File: src/design/sdds_pkg.sv
// Shared types and constants for the scan, detect and dwell sequencer.
// Used by the register block, the sequencer core and the top level.
`timescale 1ns / 1ps
`default_nettype none

package sdds_pkg;

	localparam int TIMER_WIDTH = 16;
	localparam int CYCLE_WIDTH = 8;
	localparam int LIM_W       = 16;
	localparam int SEEN_W      = 17;
	localparam int TCMP_W      = (TIMER_WIDTH > LIM_W) ? TIMER_WIDTH : LIM_W;
	localparam int CCMP_W      = (CYCLE_WIDTH > 8) ? CYCLE_WIDTH : 8;
	localparam int ADDR_W      = 5;
	localparam int DATA_W      = 32;

	localparam logic [TIMER_WIDTH-1:0] TIMER_MAX = {TIMER_WIDTH{1'b1}};
	localparam logic [CYCLE_WIDTH-1:0] CYCLE_MAX = {CYCLE_WIDTH{1'b1}};
	localparam logic [SEEN_W-1:0]      SEEN_MAX  = {SEEN_W{1'b1}};

	localparam logic [7:0]       RST_MOTOR_SPEED = 8'd128;
	localparam logic [LIM_W-1:0] RST_RUN_TIME    = 16'd2000;
	localparam logic [LIM_W-1:0] RST_PAUSE       = 16'd1500;
	localparam logic [LIM_W-1:0] RST_IR_HOLD     = 16'd250;
	localparam logic [LIM_W-1:0] RST_DWELL       = 16'd2000;
	localparam logic [7:0]       RST_CYCLE_LIMIT = 8'd5;
	localparam logic [LIM_W-1:0] RST_START_DELAY = 16'd2000;

	typedef enum logic [2:0] {
		REG_MOTOR_SPEED = 3'd0,
		REG_RUN_TIME    = 3'd1,
		REG_PAUSE       = 3'd2,
		REG_IR_HOLD     = 3'd3,
		REG_DWELL       = 3'd4,
		REG_CYCLE_LIMIT = 3'd5,
		REG_START_DELAY = 3'd6
	} reg_idx_t;

	typedef enum logic [2:0] {
		PH_WAIT  = 3'd0,
		PH_RUN   = 3'd1,
		PH_DWELL = 3'd2,
		PH_PAUSE = 3'd3,
		PH_DONE  = 3'd4
	} phase_t;

	typedef enum logic [2:0] {
		EV_NONE  = 3'd0,
		EV_FOUND = 3'd1,
		EV_SCORE = 3'd2,
		EV_LOST  = 3'd3,
		EV_DONE  = 3'd4
	} event_t;

	typedef struct packed {
		logic [7:0]       motor_speed;
		logic [LIM_W-1:0] run_time_ms;
		logic [LIM_W-1:0] pause_ms;
		logic [LIM_W-1:0] ir_hold_ms;
		logic [LIM_W-1:0] dwell_ms;
		logic [7:0]       cycle_limit;
		logic [LIM_W-1:0] start_delay_ms;
	} cfg_t;

	typedef struct packed {
		logic [7:0] motor_duty;
		logic       turn_direction;
		logic       laser_on;
		logic [2:0] event_code;
		logic [7:0] cycle_index;
	} result_t;

endpackage

`default_nettype wire

File: src/design/sdds_regs.sv
// APB configuration registers of the sequencer.
// Depends on sdds_pkg for the register map and the cfg_t struct.
`timescale 1ns / 1ps
`default_nettype none

module sdds_regs import sdds_pkg::*; (
	input  wire logic              clk,
	input  wire logic              arst_n,
	input  wire logic              psel,
	input  wire logic              penable,
	input  wire logic              pwrite,
	input  wire logic [ADDR_W-1:0] paddr,
	input  wire logic [DATA_W-1:0] pwdata,
	output logic      [DATA_W-1:0] prdata,
	output logic                   pready,
	output cfg_t                   cfg
);

	cfg_t     cfg_q;
	logic     wr_en;
	reg_idx_t idx;

	assign pready = 1'b1;
	assign wr_en  = psel & penable & pwrite;
	assign idx    = reg_idx_t'(paddr[4:2]);
	assign cfg    = cfg_q;

	always_ff @(posedge clk or negedge arst_n) begin
		if (!arst_n) begin
			cfg_q.motor_speed    <= RST_MOTOR_SPEED;
			cfg_q.run_time_ms    <= RST_RUN_TIME;
			cfg_q.pause_ms       <= RST_PAUSE;
			cfg_q.ir_hold_ms     <= RST_IR_HOLD;
			cfg_q.dwell_ms       <= RST_DWELL;
			cfg_q.cycle_limit    <= RST_CYCLE_LIMIT;
			cfg_q.start_delay_ms <= RST_START_DELAY;
		end else if (wr_en) begin
			unique case (idx)
				REG_MOTOR_SPEED: cfg_q.motor_speed    <= pwdata[7:0];
				REG_RUN_TIME:    cfg_q.run_time_ms    <= pwdata[LIM_W-1:0];
				REG_PAUSE:       cfg_q.pause_ms       <= pwdata[LIM_W-1:0];
				REG_IR_HOLD:     cfg_q.ir_hold_ms     <= pwdata[LIM_W-1:0];
				REG_DWELL:       cfg_q.dwell_ms       <= pwdata[LIM_W-1:0];
				REG_CYCLE_LIMIT: cfg_q.cycle_limit    <= pwdata[7:0];
				REG_START_DELAY: cfg_q.start_delay_ms <= pwdata[LIM_W-1:0];
				default: ;
			endcase
		end
	end

	always_comb begin
		unique case (idx)
			REG_MOTOR_SPEED: prdata = DATA_W'(cfg_q.motor_speed);
			REG_RUN_TIME:    prdata = DATA_W'(cfg_q.run_time_ms);
			REG_PAUSE:       prdata = DATA_W'(cfg_q.pause_ms);
			REG_IR_HOLD:     prdata = DATA_W'(cfg_q.ir_hold_ms);
			REG_DWELL:       prdata = DATA_W'(cfg_q.dwell_ms);
			REG_CYCLE_LIMIT: prdata = DATA_W'(cfg_q.cycle_limit);
			REG_START_DELAY: prdata = DATA_W'(cfg_q.start_delay_ms);
			default:         prdata = '0;
		endcase
	end

endmodule

`default_nettype wire

File: src/design/sdds_core.sv
// Sequencer state and its one-tick update: phase, timer, beacon age,
// cycle counter and direction. Depends on sdds_pkg.
`timescale 1ns / 1ps
`default_nettype none

module sdds_core import sdds_pkg::*; (
	input  wire logic clk,
	input  wire logic arst_n,
	input  wire logic step,
	input  wire logic beacon_level,
	input  cfg_t      cfg,
	output result_t   result
);

	phase_t                 phase_q, phase_d;
	logic [TIMER_WIDTH-1:0] timer_q, timer_d;
	logic [SEEN_W-1:0]      seen_q, seen_d;
	logic [CYCLE_WIDTH-1:0] cnt_q, cnt_d;
	logic                   dir_q, dir_d;

	always_ff @(posedge clk or negedge arst_n) begin
		if (!arst_n) begin
			phase_q <= PH_WAIT;
			timer_q <= '0;
			seen_q  <= SEEN_MAX;
			cnt_q   <= CYCLE_WIDTH'(1);
			dir_q   <= 1'b0;
		end else if (step) begin
			phase_q <= phase_d;
			timer_q <= timer_d;
			seen_q  <= seen_d;
			cnt_q   <= cnt_d;
			dir_q   <= dir_d;
		end
	end

	always_comb begin
		logic [TIMER_WIDTH-1:0] t_inc;
		logic [SEEN_W-1:0]      s_inc;
		logic [SEEN_W-1:0]      s_smp;
		logic                   detected;
		logic [CYCLE_WIDTH-1:0] cnt_inc;
		logic                   over_cur;
		logic                   over_inc;
		event_t                 ev;

		t_inc    = (timer_q == TIMER_MAX) ? timer_q : timer_q + 1'b1;
		s_inc    = (seen_q == SEEN_MAX) ? seen_q : seen_q + 1'b1;
		// A low level on a sampling tick restarts the beacon age.
		s_smp    = beacon_level ? s_inc : '0;
		detected = (s_smp <= SEEN_W'(cfg.ir_hold_ms));
		cnt_inc  = cnt_q + 1'b1;
		over_cur = CCMP_W'(cnt_q) > CCMP_W'(cfg.cycle_limit);
		over_inc = CCMP_W'(cnt_inc) > CCMP_W'(cfg.cycle_limit);

		phase_d = phase_q;
		timer_d = timer_q;
		seen_d  = s_inc;
		cnt_d   = cnt_q;
		dir_d   = dir_q;
		ev      = EV_NONE;

		unique case (phase_q)
			PH_WAIT: begin
				if (TCMP_W'(t_inc) >= TCMP_W'(cfg.start_delay_ms)) begin
					timer_d = '0;
					if (over_cur) begin
						phase_d = PH_DONE;
						ev      = EV_DONE;
					end else begin
						phase_d = PH_RUN;
						dir_d   = 1'b0;
					end
				end else begin
					timer_d = t_inc;
				end
			end
			PH_RUN: begin
				if (TCMP_W'(timer_q) >= TCMP_W'(cfg.run_time_ms)) begin
					phase_d = PH_PAUSE;
					timer_d = '0;
				end else begin
					seen_d = s_smp;
					if (detected) begin
						phase_d = PH_DWELL;
						timer_d = '0;
						ev      = EV_FOUND;
					end else begin
						timer_d = t_inc;
					end
				end
			end
			PH_DWELL: begin
				if (TCMP_W'(timer_q) >= TCMP_W'(cfg.dwell_ms)) begin
					phase_d = PH_PAUSE;
					timer_d = '0;
					ev      = EV_SCORE;
				end else begin
					seen_d = s_smp;
					if (!detected) begin
						phase_d = PH_PAUSE;
						timer_d = '0;
						ev      = EV_LOST;
					end else begin
						timer_d = t_inc;
					end
				end
			end
			PH_PAUSE: begin
				if (TCMP_W'(timer_q) >= TCMP_W'(cfg.pause_ms)) begin
					timer_d = '0;
					if (!dir_q) begin
						dir_d   = 1'b1;
						phase_d = PH_RUN;
					end else begin
						dir_d = 1'b0;
						// A counter at its top value ends the sequence.
						if (cnt_q == CYCLE_MAX) begin
							phase_d = PH_DONE;
							ev      = EV_DONE;
						end else begin
							cnt_d = cnt_inc;
							if (over_inc) begin
								phase_d = PH_DONE;
								ev      = EV_DONE;
							end else begin
								phase_d = PH_RUN;
							end
						end
					end
				end else begin
					timer_d = t_inc;
				end
			end
			default: begin
				phase_d = PH_DONE;
			end
		endcase

		result.motor_duty     = (phase_d == PH_RUN) ? cfg.motor_speed : 8'd0;
		result.turn_direction = dir_d;
		result.laser_on       = (phase_d == PH_DWELL);
		result.event_code     = ev;
		result.cycle_index    = 8'(cnt_d);
	end

endmodule

`default_nettype wire

File: src/design/scan_detect_dwell_sequencer.sv
// Top level of the scan, detect and dwell sequencer: input register,
// result register and handshakes. Uses sdds_pkg, sdds_regs and sdds_core.
`timescale 1ns / 1ps
`default_nettype none

// One request is one millisecond tick carrying the raw active-low beacon
// level, and each request yields exactly one result. The block takes a new
// request every clock cycle unless out_stall holds a full result register.
// A result passes through the input register and then the result register
// before it is presented on the outputs; the whole tick update of the
// sequencer state is combinational logic between those two registers.
// Configuration writes over the APB port are meant for idle periods and
// affect the next tick.
module scan_detect_dwell_sequencer import sdds_pkg::*; (
	input  wire logic              clk,
	input  wire logic              arst_n,
	input  wire logic              psel,
	input  wire logic              penable,
	input  wire logic              pwrite,
	input  wire logic [ADDR_W-1:0] paddr,
	input  wire logic [DATA_W-1:0] pwdata,
	output logic      [DATA_W-1:0] prdata,
	output logic                   pready,
	input  wire logic              in_valid,
	output logic                   in_stall,
	input  wire logic              beacon_level,
	output logic                   out_valid,
	input  wire logic              out_stall,
	output logic      [7:0]        motor_duty,
	output logic                   turn_direction,
	output logic                   laser_on,
	output logic      [2:0]        event_code,
	output logic      [7:0]        cycle_index
);

	cfg_t    cfg;
	result_t res;
	result_t res_s2;
	logic    valid_s1;
	logic    beacon_s1;
	logic    valid_s2;
	logic    advance;

	sdds_regs u_regs (
		.clk    (clk),
		.arst_n (arst_n),
		.psel   (psel),
		.penable(penable),
		.pwrite (pwrite),
		.paddr  (paddr),
		.pwdata (pwdata),
		.prdata (prdata),
		.pready (pready),
		.cfg    (cfg)
	);

	// The input stage moves on whenever the result register is free or drains.
	assign advance  = valid_s1 & (~valid_s2 | ~out_stall);
	assign in_stall = valid_s1 & ~advance;

	always_ff @(posedge clk or negedge arst_n) begin
		if (!arst_n) begin
			valid_s1 <= 1'b0;
		end else if (!in_stall) begin
			valid_s1 <= in_valid;
		end
	end

	always_ff @(posedge clk) begin
		if (in_valid && !in_stall) begin
			beacon_s1 <= beacon_level;
		end
	end

	sdds_core u_core (
		.clk         (clk),
		.arst_n      (arst_n),
		.step        (advance),
		.beacon_level(beacon_s1),
		.cfg         (cfg),
		.result      (res)
	);

	always_ff @(posedge clk or negedge arst_n) begin
		if (!arst_n) begin
			valid_s2 <= 1'b0;
		end else if (advance) begin
			valid_s2 <= 1'b1;
		end else if (!out_stall) begin
			valid_s2 <= 1'b0;
		end
	end

	always_ff @(posedge clk) begin
		if (advance) begin
			res_s2 <= res;
		end
	end

	assign out_valid      = valid_s2;
	assign motor_duty     = res_s2.motor_duty;
	assign turn_direction = res_s2.turn_direction;
	assign laser_on       = res_s2.laser_on;
	assign event_code     = res_s2.event_code;
	assign cycle_index    = res_s2.cycle_index;

endmodule

`default_nettype wire

File: config.mk
export PLATFORM = sky130hd
export DESIGN_NAME = scan_detect_dwell_sequencer
export DESIGN_NICKNAME = d
export VERILOG_FILES = /design/src/design/sdds_pkg.sv /design/src/design/sdds_regs.sv /design/src/design/sdds_core.sv /design/src/design/scan_detect_dwell_sequencer.sv
export SDC_FILE = /design/constraint.sdc
export NUM_CORES = 1
export LEC_CHECK = 0
export ABC_AREA = 1
export BUFFER_PORTS_ARGS = -buffer_cell sky130_fd_sc_hd__buf_2
export CAP_MARGIN = 20
export CORE_ASPECT_RATIO = 2
export CORE_UTILIZATION = 45
export CTS_CLUSTER_DIAMETER = 150
export DETAILED_ROUTE_END_ITERATION = 7
export PLACE_DENSITY_LB_ADDON = 0.08
export SETUP_SLACK_MARGIN = 0.4
export SLEW_MARGIN = 30
export SYNTH_ARGS = -nofsm -noshare
export SYNTH_HDL_FRONTEND = slang
export SYNTH_SLANG_ARGS = --single-unit
File: constraint.sdc
create_clock -name clk -period 4.7 [get_ports clk]
set_clock_uncertainty 0.1 [all_clocks]
set_input_delay 0.94 -clock clk [delete_from_list [all_inputs] [get_ports clk]]
set_output_delay 0.94 -clock clk [all_outputs]
set_load 0.05 [all_outputs]
## Word-level counts from Yosys, hierarchy flattened

Cells that the tools add are included.

| storage, ports and cells | value |
|---|---|
| register bits after elaboration | 165 |
| input bits | 45 |
| output and inout bits | 56 |

| cells by class | value |
|---|---|
| mux-type cells | 47 |
| add/subtract/negate cells | 3 |
| $lt $le $gt $ge | 7 |
| reduce and logical (&&, ||, !) cells | 13 |
| bitwise gates (word level) | 8 |
| equal/unequal tests | 15 |

Operators with widths:

| operator | number |
|---|---|
| 16-bit two-way mux | 7 |
| 16-bit one-hot mux with 7 select lines | 1 |
| 17-bit two-way mux | 4 |
| 16-bit >= comparator | 4 |
| 16-bit one-hot mux with 4 select lines | 1 |
| 3-bit two-way mux | 18 |
| 17-bit one-hot mux with 2 select lines | 1 |
| 8-bit two-way mux | 4 |
| 3-bit one-hot mux with 4 select lines | 2 |
| 17-bit by 1-bit adder with 17-bit output, second input constant | 1 |
| 17-bit == test, second input constant | 1 |
| 17-bit by 16-bit <= comparator with 1-bit output | 1 |
| 16-bit by 1-bit adder with 16-bit output, second input constant | 1 |
| 16-bit == test, second input constant | 1 |
| 8-bit greater-than comparator | 2 |
| 2-bit AND reduction | 8 |
| 3-bit by 2-bit == test with 1-bit output, second input constant | 5 |
| 3-bit by 1-bit == test with 1-bit output, second input constant | 3 |
| 3-bit == test, second input constant | 3 |
| 8-bit by 1-bit adder with 8-bit output, second input constant | 1 |
| 8-bit == test, second input constant | 1 |
| 1-bit two-way mux | 7 |
| 3-bit logical NOT | 2 |
| 1-bit bitwise AND | 4 |
| other kinds (8) | 10 |

## Longest topological paths before layout

| depth | value |
|---|---|
| depth in word-level cells | 8 |
| depth in mapped cells | 26 |

## By module

A second synthesis with hierarchy kept.

| second synthesis, totals | value |
|---|---|
| cell total of the unflattened synthesis | 1552 |
| area total of the unflattened synthesis | 11712.5 um^2 |

Modules (own cells, without submodules):

| module | area an instance (um^2) | times used | cells each |
|---|---|---|---|
| sdds_core | 5876.9 | 1 | 879 |
| sdds_regs | 5079.9 | 1 | 639 |
| scan_detect_dwell_sequencer | 755.7 | 1 | 34 |

## Least setup slack after synthesis

Ideal clock, no wire load.

| timing path | value |
|---|---|
| path kind | input to output |
| start point | in paddr[3] |
| end point | out prdata[12] |
| data required time | 3660 ps |
| stages | 5 |
| arrival time | 2439 ps |
| setup slack | 1221 ps |
| cell sequence | inv_1 > nor3_1 > inv_1 > buf_2 > o221ai_1 |

| on the way | value |
|---|---|
| word-level cells in the longest chain between the ends | 2 |

Ends and longest elaborated chain:

| item | RTL line | RTL |
|---|---|---|
| start: declaration | scan_detect_dwell_sequencer.sv:20 | `input wire logic [ADDR_W-1:0] paddr,` |
| 3-bit == test, or another cell as far along | sdds_regs.sv:52 | `unique case (idx)` |
| 16-bit one-hot mux with 7 select lines * | sdds_regs.sv:52 |  |
| end: declaration | scan_detect_dwell_sequencer.sv:22 | `output logic [DATA_W-1:0] prdata,` |

Mark *: on every way between the ends. The rest lies on a longest branch, timed or not.

## Worst setup path after layout

| timing path | value |
|---|---|
| start point | reg u_core.timer_q[1] |
| end point | reg res_s2, in the netlist motor_duty[4] (data pin) |

| on the way | value |
|---|---|
| word-level cells in the longest chain between the ends | 6 |

Ends and longest elaborated chain:

| item | RTL line | RTL |
|---|---|---|
| start: declaration | sdds_core.sv:16 | `logic [TIMER_WIDTH-1:0] timer_q, timer_d;` |
| start signal: assignment | sdds_core.sv:30 | `timer_q <= timer_d;` |
| 16-bit by 1-bit adder with 16-bit output or 16-bit == test (tied branches) | sdds_core.sv:47 | `t_inc = (timer_q == TIMER_MAX) ? timer_q : timer_q + 1'b1;` |
| 16-bit two-way mux | sdds_core.sv:47 |  |
| 16-bit >= comparator | sdds_core.sv:65 | `if (TCMP_W'(t_inc) >= TCMP_W'(cfg.start_delay_ms)) begin` |
| 3-bit two-way mux | sdds_core.sv:65 |  |
| 3-bit one-hot mux with 4 select lines * | sdds_core.sv:63 | `unique case (phase_q)` |
| 3-bit by 1-bit == test with 1-bit output * | sdds_core.sv:140 | `result.motor_duty = (phase_d == PH_RUN) ? cfg.motor_speed : 8'd0;` |
| end signal: assignment | scan_detect_dwell_sequencer.sv:96 | `res_s2 <= res;` |
| end: declaration | scan_detect_dwell_sequencer.sv:38 | `result_t res_s2;` |

Marks and branches as above.
A chain may end at the register's enable or synchronous reset.

==> results.toml <==
[logic_synthesis]
synth_area_mm2 = 0.0106
synth_cells = 1316
synth-seq-cells = 165
async_flop_share_pct = 86.7
syn_area_per_cell_um2 = 8.05
ys_types = 50
ys_warn_count = 0
synth_edf_count = 22
synthFlopType = "dfrtp_1"
ys_seq_area_share_pct = 40.6

[critical_path]
path_buf_inv = 3
cpPeakStageDelay_ns = 0.50
critPathKind = "reg -> reg"
r2r_slack_ns = 0.81
crit_family = "simple AND/OR/NAND/NOR gates"
required_ns = 4.80
crit_path_start_kind = "flop"
cp-end-kind = "flop"
cp.arrival_ns = 3.99
slowest_stage = "dfrtp_1"
path_max_fanout = 8
path_cells = "ha_1 -> nand2_1 -> inv_2 -> nand4_1 -> nor2_1 -> inv_2 -> nor2_2 -> nand2_2 -> nand3_1 -> xnor2_1 -> ha_1 -> a21oi_1 -> o21ai_0 -> a21oi_1 -> nand3_1 -> nand2_1 -> inv_1 -> a21oi_2 -> nand3_2 -> nand2_4 -> nor2_2"

[finish]
syn_to_final_growth_pct = 11.4
nets = 1529
fill_cells = 2337
n_antenna_cell = 0
multi_input_area_mm2 = 0.00531
drive_gt1_share_pct = 16.4
regArea_mm2 = 0.00430

[clocking]
cts_max_path_buffers = 2
ctsResizeCount = 0
holdBufCountCts = 0
clkTransAtPathRegs_ns = 0.07
clk_latency_ns = 0.45
cts_made_buffers = 17
cts_tree = "done"
cts_sinks = 165
cts_root_buf = "clkbuf_16"
cts_setup_buffers = 0
cts-htree-levels = 4

[drt]
ant_nets = 0
drt_wl_total_um = 30700
via_per_inst = 5.25
drc = 0
wire_per_inst_um = 18.3
drt-initial-drc-count = 395
drt_pass1_iterations = 5
num_vias = 8825

[power]
power.switching_fraction_pct = 36.2
power.share.clock_pct = 30.9
pwr-share-comb_pct = 28.8
pwr-share-seq_pct = 40.3
power_leakage_uw = 0.00583
cellPowerDensity_mw_per_mm2 = 401
power_uw = 4740
power.internal_uw = 3020
p_switching_uw = 1710
ir_worst_vdd_mv = 0.340

[global_route]
grt_usage_pct = 26.4
grt_pass1_wl_um = 47800
antenna_found_initial = 0
gr-total-overflow = 0
grt_pass1_vias = 8659
grt_max_degree = 85

[die]
fp-row-count = 79
boundaryPins = 101
die_area_mm2 = 0.0242
die_x_um = 110
fp.dieH_um = 219
core_area_mm2 = 0.0231
initial_utilization_pct = 45.8

[placed_design]
gp_congestion = 0.929
portBuffers = 65
hpwl_um = 24300

[timing]
setup_viol = 0
fin_crit_ns = 3.89
final.setup.tns_ns = 0
tightest_slew_ns = 0.837
drv_slew = 0
fmax_ghz = 0.257
hold_violations = 0
finalCritPeriodShare_pct = 82.9
slew_headroom_pct = 44.0
rsz0062_at_grt = "no"

[worst_hold_path]
hp-class = "reg -> reg"

[job]
maxCapViolations = 0

[outcome]
status = "finished, final reports clean"
-- metal layers --
metal / up-vias / wire length, µm / global-route usage [%]
met1: 4139 / 11100 / 26.3
met5: - / 0 / 0
met4: 0 / 2250 / 18.8
li1: 4423 / - / -
met2: 192 / 16300 / 49.3
met3: 71 / 970 / 4.34
-- kinds of logic (layout without fill, tap and decap cells) --
logic type / Yosys count / count (layout) / synth area share [%]
XOR/XNOR: 24 / 24 / 1.98
buffers and inverters: 253 / 320 / 9.82
flip-flops: 165 / 165 / 40.6
AO/OA/AOI/OAI: 269 / 269 / 14.2
other: 2 / 17 / 0.0709
adder cells (fa/ha/maj): 99 / 99 / 11.7
multiplexers: 1 / 1 / 0.0945
AND/OR/NAND/NOR: 503 / 503 / 21.5
-- final cells by class --
type,count,share of cell area (%)
Multi-Input combinational cell,913,45.0
Tap cell,283,3.00
Timing Repair Buffer,81,3.83
Sequential cell,165,36.5
Clock inverter,12,1.27
Clock buffer,20,3.87
Inverter,207,6.59
-- sequential cells by signal, summed over array words and instances (netlist names) --
signal,count
u_core.seen_q,17
u_core.timer_q,16
motor_duty,8
laser_on,1
beacon_s1,1
u_core.cnt_q,8
u_core.phase_q,3
cycle_index,8
turn_direction,1
event_code,3
u_core.dir_q,1
u_regs.cfg,96
valid_s1,1
out_valid,1
-- per-stage QoR --
| step | area (µm²) | hold WS (ns) | cells | setup slack [ns] | utilization [%] |
|---|---|---|---|---|---|
| finish | 11800 | 0.380 | 1681 | 0.805 | 51.0 |
| CTS | 11800 | 0.384 | 1681 | 0.740 | 51.0 |
| floorplan | 10600 | 0.348 | 1331 | 1.22 | - |
| global route | 11800 | 0.404 | 1681 | 0.402 | 51.0 |
| global placement | 11200 | 0.357 | 1649 | 0.745 | 48.4 |
| detailed placement | 11200 | 0.368 | 1649 | 0.777 | 48.4 |
-- final timing paths --
path / to / startpoint / depth (start not counted)
worst min register to register: out_valid / valid_s1 / 2
max in group asynchronous: u_regs.cfg[63] / arst_n / 2
worst max-delay path: motor_duty[4] / u_core.timer_q[1] / 21
worst min-delay path: out_valid / valid_s1 / 2
worst max register to register: motor_duty[4] / u_core.timer_q[1] / 21
min in group asynchronous: u_core.cnt_q[2] / arst_n / 1
-- power groups by stage --
stage	sequential (µW)	clock, µW	combinational, µW
after floorplan	1970	0	908
after global placement	1930	0	1350
after CTS	1910	1500	1380
after global routing	1940	1550	1540
final	1910	1460	1370
after detailed placement	1930	0	1380
-- Yosys cell counts (3+ instances only) --
master / count / area share [%]
buf_4: 18 / 1.3
o21ai_1: 19 / 0.90
o22ai_1: 24 / 1.4
dfrtp_1: 91 / 22
nand2_1: 314 / 11
nand3b_1: 3 / 0.21
nor2_4: 4 / 0.43
nor4_1: 3 / 0.18
o21a_1: 8 / 0.57
nor2_1: 71 / 2.5
nor2_2: 13 / 0.77
clkbuf_1: 22 / 0.78
nand2_2: 8 / 0.47
xor2_1: 18 / 1.5
inv_1: 197 / 7.0
nor3_2: 5 / 0.47
nand3_2: 14 / 1.3
nand4_1: 12 / 0.71
a2111o_1: 3 / 0.32
nand3_1: 34 / 1.6
o221ai_1: 11 / 0.91
edfxtp_1: 22 / 6.2
buf_2: 5 / 0.24
nor3_1: 12 / 0.57
o21bai_1: 5 / 0.35
inv_2: 8 / 0.28
a21oi_1: 58 / 2.7
nand2_4: 3 / 0.32
o21ai_0: 130 / 6.1
xnor2_1: 6 / 0.50
ha_1: 99 / 12
dfstp_2: 52 / 13
-- tightest hold or removal path: stages, from the launching register on --
cell and delay (ns):
dfrtp_1 0.34, inv_1 0.05, nand2_1 0.06
-- cell usage in the layout, fill, tap and decap left out, types with 19 or more instances in the layout --
cell and n:
inv_1 197, dfrtp_1 91, dfstp_2 52, nor2_1 71, nand2_1 313, o21ai_1 19, buf_2 64, edfxtp_1 22
nand3_1 34, ha_1 99, o21ai_0 130, o22ai_1 24, a21oi_1 58
(Power assumes the default switching activity.)
